[src/rtl/core/qps_pkg.sv]
// Shared types, field widths, codes and reset values for the quadrature
// position servo core. No dependencies; every other file imports it.
`timescale 1ns / 1ps

package qps_pkg;

   localparam int COUNT_BITS_DEFAULT    = 32;
   localparam int INTEGRAL_BITS_DEFAULT = 48;

   localparam int POS_BITS       = 32;
   localparam int TARGET_BITS    = 32;
   localparam int GAIN_BITS      = 28;
   localparam int GAIN_FRAC      = 24;
   localparam int TOL_BITS       = 16;
   localparam int TOL_FRAC       = 16;
   localparam int LIMIT_BITS     = 16;
   localparam int BAND_BITS      = TOL_BITS + TARGET_BITS;
   localparam int CSR_INDEX_BITS = 2;
   localparam int CSR_DATA_BITS  = GAIN_BITS;

   // Item function codes.
   localparam logic [1:0] FUNC_EDGE_A = 2'd0;
   localparam logic [1:0] FUNC_EDGE_B = 2'd1;
   localparam logic [1:0] FUNC_TICK   = 2'd2;
   localparam logic [1:0] FUNC_CLEAR  = 2'd3;

   // Register indexes.
   localparam logic [CSR_INDEX_BITS-1:0] CSR_PROP_GAIN    = 2'd0;
   localparam logic [CSR_INDEX_BITS-1:0] CSR_INTEG_GAIN   = 2'd1;
   localparam logic [CSR_INDEX_BITS-1:0] CSR_TOLERANCE    = 2'd2;
   localparam logic [CSR_INDEX_BITS-1:0] CSR_EFFORT_LIMIT = 2'd3;

   localparam logic [GAIN_BITS-1:0]  PROP_GAIN_RESET    = 28'd10905190;
   localparam logic [GAIN_BITS-1:0]  INTEG_GAIN_RESET   = 28'd4194;
   localparam logic [TOL_BITS-1:0]   TOLERANCE_RESET    = 16'd66;
   localparam logic [LIMIT_BITS-1:0] EFFORT_LIMIT_RESET = 16'd400;

   typedef struct packed {
      logic [1:0]                    func;
      logic                          level_a;
      logic                          level_b;
      logic signed [TARGET_BITS-1:0] target;
   } req_type;

   typedef struct packed {
      logic signed [POS_BITS-1:0] position;
      logic [LIMIT_BITS-1:0]      drive;
      logic                       forward;
      logic                       arrived;
      logic                       is_control;
   } rsp_type;

   typedef struct packed {
      logic [GAIN_BITS-1:0]  prop_gain;
      logic [GAIN_BITS-1:0]  integ_gain;
      logic [TOL_BITS-1:0]   tolerance;
      logic [LIMIT_BITS-1:0] effort_limit;
   } cfg_type;

   // Load enables of the pipeline registers from the second stage on.
   typedef struct packed {
      logic s2;
      logic s3;
      logic s4;
      logic s5;
      logic s6;
      logic out;
   } stage_en_type;

   // Result fields known once the state update has been made.
   typedef struct packed {
      logic signed [POS_BITS-1:0] position;
      logic                       arrived;
      logic                       is_control;
   } side_type;

   function automatic int max_int(int a, int b);
      return (a > b) ? a : b;
   endfunction

endpackage

[src/rtl/core/qps_tracker.sv]
// Position count and error integral: the one stage whose state feeds back.
// Forms the error, the arrival test and the saturating integral update.
// Depends on qps_pkg.
`timescale 1ns / 1ps

module qps_tracker import qps_pkg::*; #(
   parameter int COUNT_BITS    = COUNT_BITS_DEFAULT,
   parameter int INTEGRAL_BITS = INTEGRAL_BITS_DEFAULT,
   parameter int EW            = max_int(TARGET_BITS, COUNT_BITS) + 1
) (
   input  logic                            clock,
   input  logic                            reset,
   input  stage_en_type                    en,
   input  logic                            item_valid,
   input  req_type                         item,
   input  logic [BAND_BITS-1:0]            band,
   output side_type                        side,
   output logic signed [EW-1:0]            err,
   output logic signed [INTEGRAL_BITS-1:0] integ_old
);

   localparam int SW = max_int(INTEGRAL_BITS, EW) + 1;

   logic signed [COUNT_BITS-1:0]    count_ff, count_in;
   logic signed [INTEGRAL_BITS-1:0] integ_ff, integ_in;
   logic signed [EW-1:0]            err_in, err_ff;
   logic [EW-1:0]                   aerr;
   logic signed [SW-1:0]            isum;
   logic                            same, near, isum_fits, upd;
   logic                            arrived_in, ctrl_in;
   side_type                        side_ff;
   logic signed [INTEGRAL_BITS-1:0] integ_old_ff;

   assign upd       = en.s3 && item_valid;
   assign side      = side_ff;
   assign err       = err_ff;
   assign integ_old = integ_old_ff;

   always_comb begin
      same   = item.level_a == item.level_b;
      err_in = EW'($signed(item.target)) - EW'(count_ff);
      aerr   = err_in[EW-1] ? $unsigned(-err_in) : $unsigned(err_in);
      // An error of 2^31 or more can never lie inside the band.
      near   = (aerr[EW-1:TARGET_BITS-1] == '0) &&
               (BAND_BITS'({aerr[TARGET_BITS-2:0], {TOL_FRAC{1'b0}}}) <= band);
      isum      = SW'(integ_ff) + SW'(err_in);
      isum_fits = (&isum[SW-1:INTEGRAL_BITS-1]) || !(|isum[SW-1:INTEGRAL_BITS-1]);

      count_in   = count_ff;
      integ_in   = integ_ff;
      arrived_in = 1'b0;
      ctrl_in    = 1'b0;
      unique case (item.func)
         FUNC_EDGE_A: begin
            count_in = same ? count_ff - COUNT_BITS'(1) : count_ff + COUNT_BITS'(1);
         end
         FUNC_EDGE_B: begin
            count_in = same ? count_ff + COUNT_BITS'(1) : count_ff - COUNT_BITS'(1);
         end
         FUNC_TICK: begin
            ctrl_in = 1'b1;
            if (near) begin
               arrived_in = 1'b1;
               integ_in   = '0;
            end else if (isum_fits) begin
               integ_in = $signed(isum[INTEGRAL_BITS-1:0]);
            end else if (isum[SW-1]) begin
               integ_in = $signed({1'b1, {(INTEGRAL_BITS-1){1'b0}}});
            end else begin
               integ_in = $signed({1'b0, {(INTEGRAL_BITS-1){1'b1}}});
            end
         end
         FUNC_CLEAR: begin
            count_in = '0;
         end
         default: ;
      endcase
   end

   always_ff @(posedge clock) begin
      if (reset) begin
         count_ff <= '0;
         integ_ff <= '0;
      end else if (upd) begin
         count_ff <= count_in;
         integ_ff <= integ_in;
      end
   end

   always_ff @(posedge clock) begin
      if (en.s3) begin
         side_ff.position   <= POS_BITS'(count_in);
         side_ff.arrived    <= arrived_in;
         side_ff.is_control <= ctrl_in;
         err_ff             <= err_in;
         integ_old_ff       <= integ_ff;
      end
   end

`ifndef ASSERT_OFF
   a_arrival_clears: assert property (@(posedge clock) disable iff (reset)
      upd && arrived_in |=> integ_ff == '0)
      else $error("integral not cleared on arrival");
   a_state_holds: assert property (@(posedge clock) disable iff (reset)
      !upd |=> $stable(count_ff) && $stable(integ_ff))
      else $error("state changed without an item");
   a_clear_count: assert property (@(posedge clock) disable iff (reset)
      upd && item.func == FUNC_CLEAR |=> count_ff == '0)
      else $error("count not cleared");
`endif

endmodule

[config.mk]
export PLATFORM = sky130hd
export DESIGN_NAME = qps_tracker
export DESIGN_NICKNAME = d
export VERILOG_FILES = /design/src/rtl/core/qps_pkg.sv /design/src/rtl/core/qps_tracker.sv
export SDC_FILE = /design/constraint.sdc
export NUM_CORES = 1
export LEC_CHECK = 0
export BUFFER_PORTS_ARGS = -buffer_cell sky130_fd_sc_hd__buf_2
export CORE_MARGIN = 1
export CORE_UTILIZATION = 53
export DETAILED_ROUTE_END_ITERATION = 16
export GPL_TIMING_DRIVEN = 0
export PLACE_DENSITY = 0.88
export SYNTH_ARGS = -nofsm -noshare
export SYNTH_HDL_FRONTEND = slang
export SYNTH_SLANG_ARGS = --single-unit
[constraint.sdc]
create_clock -name clock -period 6.5 [get_ports clock]
set_input_delay 0.65 -clock clock [delete_from_list [all_inputs] [get_ports clock]]
set_output_delay 0.65 -clock clock [all_outputs]
set_load 0.05 [all_outputs]
Word-level counts from Yosys, hierarchy flattened
Cells that the tools add are included.
{"block": "word_totals", "regBits": 195, "inputBits": 93, "out_inout_bits": 115, "elab_cells": 35}
{"block": "classes", "eq_ne": 4, "order_cmp": 1, "add_sub_neg": 5, "reduce_logical": 9, "n_mux": 9}
{"cell": "$mux W48", "count": 3}
{"cell": "$pmux W32 S3", "count": 1}
{"cell": "$mux W32", "count": 2}
{"cell": "$add A48 B33 Y49", "count": 1}
{"cell": "$le A47 B48 Y1", "count": 1}
{"cell": "$mux W33", "count": 1}
{"cell": "$neg A33 Y33", "count": 1}
{"cell": "$sub A32 B32 Y33", "count": 1}
{"cell": "$add A32 B2 Y32 const B", "count": 1}
{"cell": "$sub A32 B2 Y32 const B", "count": 1}
{"cell": "$eq A2 B2 Y1 const B", "count": 2}
{"cell": "$logic_not A2 Y1", "count": 2}
{"cell": "$reduce_and A2 Y1", "count": 2}
{"cell": "$eq A2 B1 Y1 const B", "count": 1}
{"cell": "$logic_and A1 B1 Y1", "count": 2}
{"cell": "$mux W1", "count": 2}
{"cell": "$reduce_or A2 Y1", "count": 1}
{"cell": "$eq A1 B1 Y1", "count": 1}
{"cell": "$logic_not A1 Y1", "count": 1}
{"cell": "$logic_or A1 B1 Y1", "count": 1}

Logic depth before layout (Yosys ltp)
Gate-level depths: netlist (run 1).
{"block": "depth", "ltp_word": 7, "ltp_mapped": 30, "depth_no_buf": 27}

Worst setup path after synthesis (run 1)
No wires, ideal clock.
{"block": "synth_path", "kind": "input port to flip-flop", "from": "input item[11] (netlist name)", "to": "register integ_ff[36]", "required_ns": 6.383, "stages": 24, "setup_time_ns": 0.117, "path_slack_ns": 0.106, "t_arrival_ns": 6.278, "path_buffers": 5, "cell_sequence": "ha_1 -> buf_2 -> a21o_1 -> a21o_1 -> a221oi_4 -> a21oi_2 -> o21ai_2 -> o21ai_1 -> a221o_1 -> inv_2 -> clkbuf_1 -> ha_1 -> clkbuf_1 -> nand4_1 -> or4_1 -> a2111oi_0 -> o2111ai_1 -> and2_1 -> or4_1 -> a21oi_1 -> a2111oi_4 -> buf_6 -> buf_6 -> a22o_1"}
{"block": "synth_via", "elab_chain_cells": 7, "word_cells_on_any_way": 14}
{"element": "from (decl)", "line": "qps_tracker.sv:15", "rtl": "input req_type item,"}
{"element": "$sub A32 B32 Y33 *", "line": "qps_tracker.sv:41", "rtl": "err_in = EW'($signed(item.target)) - EW'(count_ff);"}
{"element": "net err_in[32]", "line": "qps_tracker.sv:26", "rtl": "logic signed [EW-1:0] err_in, err_ff;"}
{"element": "$add A48 B33 Y49", "line": "qps_tracker.sv:46", "rtl": "isum = SW'(integ_ff) + SW'(err_in);"}
{"element": "$reduce_or A2 Y1", "line": "qps_tracker.sv:47", "rtl": "isum_fits = (&isum[SW-1:INTEGRAL_BITS-1]) || !(|isum[SW-1:INTEGRAL_BITS-1]);"}
{"element": "$logic_not A1 Y1", "line": "qps_tracker.sv:47"}
{"element": "$logic_or A1 B1 Y1", "line": "qps_tracker.sv:47"}
{"element": "$mux W48", "line": "qps_tracker.sv:65", "rtl": "end else if (isum_fits) begin"}
{"element": "$mux W48 *", "line": "qps_tracker.sv:62", "rtl": "if (near) begin"}
{"element": "to (signal assigned)", "line": "qps_tracker.sv:86", "rtl": "integ_ff <= integ_in;"}
{"element": "to (decl)", "line": "qps_tracker.sv:25", "rtl": "logic signed [INTEGRAL_BITS-1:0] integ_ff, integ_in;"}
Mark *: on every way through the listed nets, which the timed path passes. The rest lies on a longest branch.
A chain may end at the register's enable or synchronous reset.

Worst setup path after layout (run 1)
{"block": "layout_path", "from": "register count_ff[1]", "to": "register integ_ff[37]"}
{"block": "layout_via", "elab_chain_cells": 7, "word_cells_on_any_way": 14}
{"element": "from (decl)", "line": "qps_tracker.sv:24", "rtl": "logic signed [COUNT_BITS-1:0] count_ff, count_in;"}
{"element": "from (signal assigned)", "line": "qps_tracker.sv:85", "rtl": "count_ff <= count_in;"}
{"element": "$sub A32 B32 Y33 *", "line": "qps_tracker.sv:41"}
{"element": "branches (longest 5 deep; another with $le A47 B48 Y1)"}
{"element": "$mux W48 *", "line": "qps_tracker.sv:62"}
Mark *: on every way between the ends.

==> results.ini, run 1 <==
[route]
wl_per_cell_um=20.9
highest_layer=met4
m1WireLength_mm=20.9
detailroute.via_count=14800
drt_iter0_drc=1679
drcViolationCount=0
drtAntennaViolNets=0
wl_met3_mm=4.86
wl_met2_mm=21.2
drtPass1Iterations=8
viasPerCell=6.36
wl_mm=48.5

[final_layout]
syn_to_final_growth_pct=18.5
final_nets=2150
antenna_cells=0
final_layout_size_suffix_gt1_share_pct=19.1

[grt]
antenna_found_initial=0
grtUsageTotal_pct=32.9
overflow=0
grt_pass1_vias=13600
grt_max_degree=74
grt_pass1_wl_mm=73.3

[die]
ios=208
dieArea_um2=28600
die_h_um=169
core_area_um2=27200
die_w_um=169
start_util_pct=54.5
num_rows=60

[setup_path]
cp_slowest_cell=a2111o_1
setup.worst_path.end_class=flip-flop
arrival_ps=6700
crit_path_start_kind=flip-flop
cp_slowest_stage_delay_ps=480
required_ps=6890
path_max_fanout=10
crit_type=flip-flop to flip-flop

[placement]
port_buffers=201
place.gp.congestion=0.978
hpwl_mm=36.0

[timing]
max-slew-margin-rel_pct=11.6
fmax_ghz=0.159
worst_slew_pin_slew_ps=1310
period_needed_ps=6310
setup_viol=0
hold_viol=0
fin_crit_sh_pct=97.0
finalClockSkew_ps=15.1
fin_setup_tns_ps=0
grt_setup_unrepaired=yes
slew_violations=0

[power_and_ir_drop]
totalPowerFinal_mw=4.28
p_leak_nw=7.35
p_per_area_nw_per_um2=244
irDropWorstVdd_v=0.000166

[cts]
cts_tree=built
root_buffer=clkbuf_16
ctsHtreeMaxLevel=4
cts_hold_buf=0
cts.reportedPaths.clkPinSlew_ps=80
clock_latency_ps=450
cts_buffers=17
cts_num_sinks=195
cts_buffer_depth=2

[run_status]
status=finished clean

[synthesis]
synth-edff-count=115
async_reset_ff_share_pct=0
synth_nets=1929
synth_cells=1720
yosysWarnings=0
yosysSeqAreaShare_pct=34.1
synth_area_um2=14800
synth-seq-cells=195
synth-main-ff-cell=edfxtp_1
synth_cell_types=89
syn_avg_cell_area_um2=8.61

[job]
maxCapViolCount=0

[hold_path]
hold_class=flip-flop to flip-flop

through the flow:
stage	util (%)	cell area, µm²	setup WS (ps)	hold WS, ps	std cells
floorplan	-	14800	106	437	1720
global placement	59.9	16300	-2320	452	2293
detailed placement	60.0	16300	-2460	459	2294
CTS	63.2	17200	8.99	477	2319
global route	64.6	17500	-43.0	499	2326
finish	64.6	17500	194	478	2326
worst max-delay path: cells and delay by family (launching register included):
| kind | cells | cell delay, ps |
|---|---|---|
| buffers and inverters | 4 | 600 |
| XOR/XNOR | 1 | 180 |
| flip-flops | 1 | 390 |
| AO/OA/AOI/OAI | 9 | 2320 |
| adder cells (fa/ha/maj) | 2 | 570 |
| AND/OR/NAND/NOR | 9 | 2150 |
report_power, final:
group	switching (mW)	internal [mW]
Clock	0.585	0.575
Combinational	1.10	0.551
Sequential	0.0524	1.41
Total	1.74	2.53
area by class of cell:
type	count	area, µm²
plain buffers	73	338
clock buffers	18	439
clock inverters	14	199
fillers	2259	9630
inverters	104	390
multi-input cells	1327	9410
flip-flops and latches	195	5080
well taps	372	465
repair buffers	223	1220
placed cells by master, fill, tap and decap left out, types with 12 or more instances in the layout:
master / synthesis / routed
xor2_1: 39 / 33
o21bai_1: 13 / 13
nor2_1: 141 / 140
a211oi_1: 36 / 34
xnor2_1: 75 / 71
and3_1: 23 / 21
buf_2: 5 / 203
a21o_1: 44 / 44
a21oi_1: 172 / 169
clkbuf_16: 0 / 17
and2_1: 18 / 17
a22o_1: 50 / 50
buf_4: 0 / 19
nor2b_1: 21 / 20
dfxtp_1: 80 / 67
clkbuf_1: 80 / 54
o211ai_1: 22 / 22
nand4_1: 25 / 25
nand2_1: 133 / 133
o21a_1: 16 / 16
or3_1: 19 / 18
edfxtp_1: 115 / 115
ha_2: 0 / 12
inv_1: 103 / 101
ha_1: 114 / 100
nand3_1: 33 / 30
nor3_1: 46 / 44
o32ai_1: 14 / 14
nor4_1: 15 / 13
o21ai_0: 98 / 89
logic make-up (layout without fill, tap and decap cells):
logic type	Yosys count	in the layout	share of synthesized area, %
compound gates	561	561	25.5
xor+xnor	114	114	6.74
fa+ha+maj	116	116	9.90
flops	195	195	34.1
mux	10	10	0.693
simple gates	526	526	17.7
buf+inv	198	432	5.27
sequential cells by signal (all words and copies together), names as in the netlist:
name and flops:
integ_ff 48, err 33, integ_old 48, side 34
count_ff 32
synth_stat cells (8+ instances only):
cell type / instances / area (µm²)
a211oi_1: 36 / 270
a21o_1: 44 / 330
a21oi_1: 172 / 861
a22o_1: 50 / 438
a31oi_1: 14 / 87.6
and2_1: 18 / 113
and3_1: 23 / 144
clkbuf_1: 80 / 300
dfxtp_1: 80 / 1600
edfxtp_1: 115 / 3450
ha_1: 114 / 1430
inv_1: 103 / 387
mux2i_1: 8 / 80.1
nand2_1: 133 / 499
nand2b_1: 11 / 68.8
nand3_1: 33 / 165
nand4_1: 25 / 156
nor2_1: 141 / 529
nor2b_1: 21 / 131
nor3_1: 46 / 230
nor4_1: 15 / 93.8
o211ai_1: 22 / 165
o21a_1: 16 / 120
o21ai_0: 98 / 490
o21bai_1: 13 / 97.6
o31ai_1: 8 / 60.1
o32ai_1: 14 / 123
or3_1: 19 / 119
xnor2_1: 75 / 657
xor2_1: 39 / 342
final timing paths:
| check | endpoint | cells past startpoint | slack [ps] | start |
|---|---|---|---|---|
| hold / removal | integ_old[13] | 0 | 480 | integ_ff[13] |
| setup reg to reg | integ_ff[37] | 25 | 190 | count_ff[1] |
| hold reg to reg | integ_old[13] | 0 | 480 | integ_ff[13] |
| setup / recovery | integ_ff[37] | 25 | 190 | count_ff[1] |
repair_timing:
action / 4_1_cts / 5_1_grt
pin swaps: 6 / 23
buffers inserted: 8 / 13
setup endpoints to repair: 49 / 48
gates resized for setup: 46 / 74
cloned: 0 / 0
per-layer routing:
layer / vias to the layer above / track usage, %
met5: - / 0
met4: 0 / 12.8
met3: 107 / 5.15
met2: 888 / 50.0
met1: 6984 / 46.7
li1: 6812 / -
(Power assumes the default switching activity.)
==> run 2: changes to the inputs <==
- ABC_AREA: unset -> 1
- CORE_UTILIZATION: 53 -> 54
- PLACE_DENSITY: 0.88 -> unset
- PLACE_DENSITY_LB_ADDON: unset -> 0.15
==> results.ini, run 2 <==
[die]
core_area_um2=29700
die_w_um=176
start_util_pct=54.9
dieArea_um2=30900
die_h_um=176
num_rows=63
ios=208

[route]
detailroute.via_count=16900
wl_met2_mm=26.4
drtAntennaViolNets=0
drtPass1Iterations=5
drcViolationCount=0
m1WireLength_mm=21.5
viasPerCell=5.62
drt_iter0_drc=1514
highest_layer=met5
wl_met3_mm=3.83
wl_per_cell_um=18.0
wl_mm=54.2

[synthesis]
synth-edff-count=115
async_reset_ff_share_pct=0
yosys.area.top_type=edfxtp_1
synth_cell_types=54
yosysSeqAreaShare_pct=31.0
synthTopCellsByCount=617 x nand2_1, 348 x inv_1, 225 x nor2_1, 182 x a21oi_1, 166 x nand3_1
synth_area_um2=16300
yosysWarnings=0
synth-main-ff-cell=edfxtp_1
synth-seq-cells=195
synth_top_area_share_pct=21.2
syn_avg_cell_area_um2=6.83
synth_cells=2388
yosysMostFrequentCell=nand2_1
synth_nets=2597
synth_area_leaders=edfxtp_1 21%, nand2_1 14%, dfxtp_1 9.8%

[grt]
grt_pass1_wl_mm=82.3
overflow=0
grt_pass1_vias=16000
antenna_found_initial=1
grt_max_degree=61
grtUsageTotal_pct=34.9

[timing]
max-slew-margin-rel_pct=44.4
hold_viol=0
fmax_ghz=0.175
period_needed_ps=5710
fin_crit_sh_pct=87.8
setup_viol=0
worst_slew_pin_slew_ps=833
finalClockSkew_ps=14.3
slew_violations=0
grt_setup_unrepaired=no
fin_ws_ps=791

[setup_path]
worst-path-buf-inv=8
cp_slowest_cell=ha_1
crit_path_start_kind=flip-flop
rr_worst_depth=30
reg2reg_from=count_ff[14]
crit_type=flip-flop to flip-flop
crit_path_frequent_cell=nand2_1
cp_top_family=simple AND/OR/NAND/NOR gates
cp_slowest_stage_delay_ps=430
reg2reg_to=integ_ff[14]
r2r_slack_ps=790
arrival_ps=6090
setup.worst_path.end_class=flip-flop
required_ps=6890
path_max_fanout=35

[power_and_ir_drop]
p_switching_mw=2.01
pwr-share-clk_pct=23.6
p_per_area_nw_per_um2=246
p_leak_nw=8.84
irDropWorstVdd_v=0.000203
seq_power_share_pct=32.3
netSwitchingFraction_pct=44.4
comb_power_share_pct=44.1
intPower_mw=2.52

[placement]
pre_cts_ws_ps=-106
place.gp.congestion=0.995
port_buffers=201
place_inst=2980
hpwl_mm=44.3

[cts]
ctsHtreeMaxLevel=4
cts_buffer_depth=2
cts_buffers=17
cts_tree=built
cts_resized=0
clock_latency_ps=470
cts_num_sinks=195
root_buffer=clkbuf_16
cts.reportedPaths.clkPinSlew_ps=80

[final_layout]
final_cell_mix=617 x nand2_1, 348 x inv_1, 225 x nor2_1
mostFrequentLayoutCell=nand2_1
syn_to_final_growth_pct=12.9
final_cells=3011
final_nets=2817
antenna_cells=0
final_layout_size_suffix_gt1_share_pct=13.0

[job]
maxCapViolCount=0

[hold_path]
hold_path_end=integ_old[43]
min_from=integ_ff[43]
hold_class=flip-flop to flip-flop
holdPathStages=0

[run_status]
status=finished clean

-- run 2: cell count changes in the layout (fill, tap and decap cells not counted), moves of 21 or more --
cell	before	now
xor2_1	33	70
nand3_1	30	166
nand2_1	133	617
a21o_1	44	12
nand2_2	0	21
inv_1	101	348
xnor2_1	71	29
a22o_1	50	0
nor2_1	140	225
-- run 2: how the worst max path moves through the flow --
stage | startpoint | end | slack (ps) | cells past startpoint
6_report | count_ff[14] | integ_ff[14] | 790 | 30
5_1_grt | count_ff[14] | integ_ff[10] | 330 | 30
4_1_cts | count_ff[17] | integ_ff[10] | 990 | 26
3_5_place_dp | item[0] | integ_ff[10] | -110 | 29
3_3_place_gp | item[0] | integ_ff[13] | -10 | 29
2_1_floorplan | item[0] | integ_ff[27] | 1500 | 29
-- run 2: metal layers --
| metal | GRT usage (%) | vias to the layer above |
|---|---|---|
| li1 | - | 8308 |
| met1 | 40.9 | 7766 |
| met2 | 61.6 | 703 |
| met3 | 5.50 | 145 |
| met4 | 17.4 | 2 |
| met5 | 0 | - |
-- run 2: what timing repair did --
action / 4_1_cts / 5_1_grt
setup endpoints to repair: 4 / 0
setup buffers: 0 / 0
hold buffers: 0 / 0
-- run 2: cell type report --
type | instances | area, µm²
plain buffers | 59 | 289
clock buffers | 17 | 425
clock inverters | 15 | 160
fillers | 2832 | 11300
inverters | 365 | 1370
multi-input cells | 1768 | 9600
flip-flops and latches | 195 | 5050
well taps | 390 | 488
repair buffers | 202 | 1040
-- run 2: cell families (layout without fill, tap and decap cells) --
group / Yosys count / count (layout) / share of synthesized area [%]
buffers and inverters: 425 / 658 / 10.2
XOR/XNOR: 99 / 99 / 5.31
AO/OA/AOI/OAI: 393 / 393 / 13.8
AND/OR/NAND/NOR: 1160 / 1160 / 30.7
flip-flops: 195 / 195 / 31.0
adder cells (fa/ha/maj): 116 / 116 / 8.99
-- run 2: power groups by stage --
stage	Clock, mW	Combinational, mW	Sequential (mW)
after floorplan	0	1.21	1.70
after global placement	0	1.92	1.49
after detailed placement	0	1.96	1.49
after CTS	1.07	1.97	1.46
after global routing	1.11	2.18	1.47
final	1.07	2.00	1.46
-- run 2: worst register-to-register path: cells and delay by family, from the launching register on --
kind	cells	cell delay, ps
AND/OR/NAND/NOR	17	2310
AO/OA/AOI/OAI	2	330
XOR/XNOR	1	430
buffers and inverters	8	1390
adder cells (fa/ha/maj)	2	860
flip-flops	1	310
-- run 2: metrics by stage --
stage / setup TNS (ps) / area, µm² / power, mW / hold slack [ps] / utilization (%)
floorplan: 0 / 16300 / 2.91 / 437 / -
global placement: -36.1 / 17800 / 3.41 / 453 / 59.9
detailed placement: -1390 / 17800 / 3.45 / 455 / 60.0
CTS: 0 / 18400 / 4.50 / 475 / 62.0
global route: 0 / 18400 / 4.76 / 485 / 62.0
finish: 0 / 18400 / 4.52 / 472 / 62.0
==> run 3: changes to the inputs <==
- CORE_MARGIN: 1 -> 2
- RECOVER_POWER: unset -> 100
==> results.ini, run 3 (synthesis gave the netlist of run 2 again) <==
[cts]
cts.reportedPaths.clkPinSlew_ps=90
postCtsSetupBuffers=0
clock_latency_ps=480
cts_hold_buf=0
cts_tree=built
cts_resized=0
cts_num_sinks=195
cts_buffers=17
ctsHtreeMaxLevel=4
cts_buffer_depth=2
root_buffer=clkbuf_16

[timing]
fmax_ghz=0.171
setup_viol=0
slew_violations=119
fin_ws_ps=636
whs_ps=475
max-slew-margin-rel_pct=-141
grt_setup_unrepaired=no
hold_viol=0
period_needed_ps=5860
fin_crit_sh_pct=90.2
worst_slew_pin_slew_ps=3610
finalClockSkew_ps=24.9

[power_and_ir_drop]
p_per_area_nw_per_um2=251
p_switching_mw=2.01
seq_power_share_pct=32.1
pwr-share-clk_pct=24.6
intPower_mw=2.55
irDropWorstVdd_v=0.000183
netSwitchingFraction_pct=44.1
comb_power_share_pct=43.3
p_leak_nw=8.46

[die]
die_w_um=178
core_area_um2=29700
ios=208
num_rows=63
dieArea_um2=31600
start_util_pct=54.9
die_h_um=178

[placement]
hpwl_mm=45.0
pre_cts_ws_ps=-196
placed_area_um2=17800
place.gp.congestion=1.01
port_buffers=201
place_inst=2980

[setup_path]
crit_path_start_kind=flip-flop
path_max_fanout=10
cp_slowest_cell=ha_1
crit_path_frequent_cell=nand2_1
required_ps=6870
cp_slowest_stage_delay_ps=420
arrival_ps=6240
crit_type=flip-flop to flip-flop
setup.worst_path.end_class=flip-flop

[grt]
overflow=0
grt_use_met2_pct=61.1
grt_pass1_vias=16100
grtUsageTotal_pct=35.1
gr-max-usage-layer=met2
use_met3_pct=6.90
antenna_found_initial=1
use_met1_pct=41.5
grt_max_degree=63
grt_pass1_wl_mm=84.5

[final_layout]
final_cells=3011
final_util_pct=61.2
mostFrequentLayoutCell=nand2_1
final_nets=2817
syn_to_final_growth_pct=11.5
final_cell_mix=625 x nand2_1, 350 x inv_1, 228 x nor2_1
antenna_cells=0
nFillCells=2904
multi_input_area_um2=9520
final_layout_size_suffix_gt1_share_pct=7.48
seqCellArea_um2=5050
design_area_um2=18200

[route]
drtAntennaViolNets=0
wl_mm=55.5
drcViolationCount=0
drt_iter0_drc=1615
drtPass1Iterations=6
wl_per_cell_um=18.4
detailroute.via_count=17000
viasPerCell=5.64

[run_status]
status=complete, but fails checks
violations=capacitance limit, slew limit

[job]
maxCapViolCount=2

[hold_path]
hold_class=flip-flop to flip-flop

==> run 3: cell count changes in the layout (fill, tap and decap cells not counted), moves of 7 or more <==
cell	before	now
clkbuf_1	41	164
buf_2	208	90
a21oi_1	182	191
a21oi_2	13	4
nand2_1	617	625
nand2_2	21	14
==> run 3: routing by layer <==
metal | routed length, µm | vias to the layer above
li1 | - | 8303
met1 | 22000 | 7810
met2 | 26700 | 703
met3 | 4180 | 154
met4 | 2600 | 0
met5 | 0 | -
==> run 3: path summary, 6_finish.rpt <==
check | start | endpoint | depth (start not counted) | slack, ps
setup / recovery | count_ff[11] | integ_ff[15] | 31 | 640
hold / removal | integ_ff[39] | integ_old[39] | 0 | 480
setup reg to reg | count_ff[11] | integ_ff[15] | 31 | 640
hold reg to reg | integ_ff[39] | integ_old[39] | 0 | 480
==> run 3: cell type report <==
class                      count  share of cell area, %
clock buffer                  18                   2.48
timing repair buffer         202                   4.75
multi-input combinational   1768                   52.3
inverter                     365                   7.53
buffer                        59                   1.55
clock inverter                14                  0.874
tap                          390                   2.68
sequential                   195                   27.8
==> run 3: through the flow <==
step | TNS, ps | total power [mW]
after global placement | -2420 | 3.41
after CTS | 0 | 4.57
after global routing | 0 | 4.81
after detailed placement | -5690 | 3.45
final | 0 | 4.56
after floorplan | 0 | 2.91
==> run 3: power groups by stage <==
stage | Sequential (mW) | Clock (mW) | Combinational, mW
2_1_floorplan | 1.70 | 0 | 1.21
3_3_place_gp | 1.49 | 0 | 1.93
3_5_place_dp | 1.49 | 0 | 1.97
4_1_cts | 1.46 | 1.13 | 1.97
5_1_grt | 1.47 | 1.17 | 2.17
6_report | 1.47 | 1.12 | 1.97
==> run 3: critical path: cells and delay by family, from the launching register on <==
family	cells	cell delay, ps
simple gates	19	2730
flops	1	320
compound gates	1	230
fa+ha+maj	2	820
buf+inv	8	1260
xor+xnor	1	390
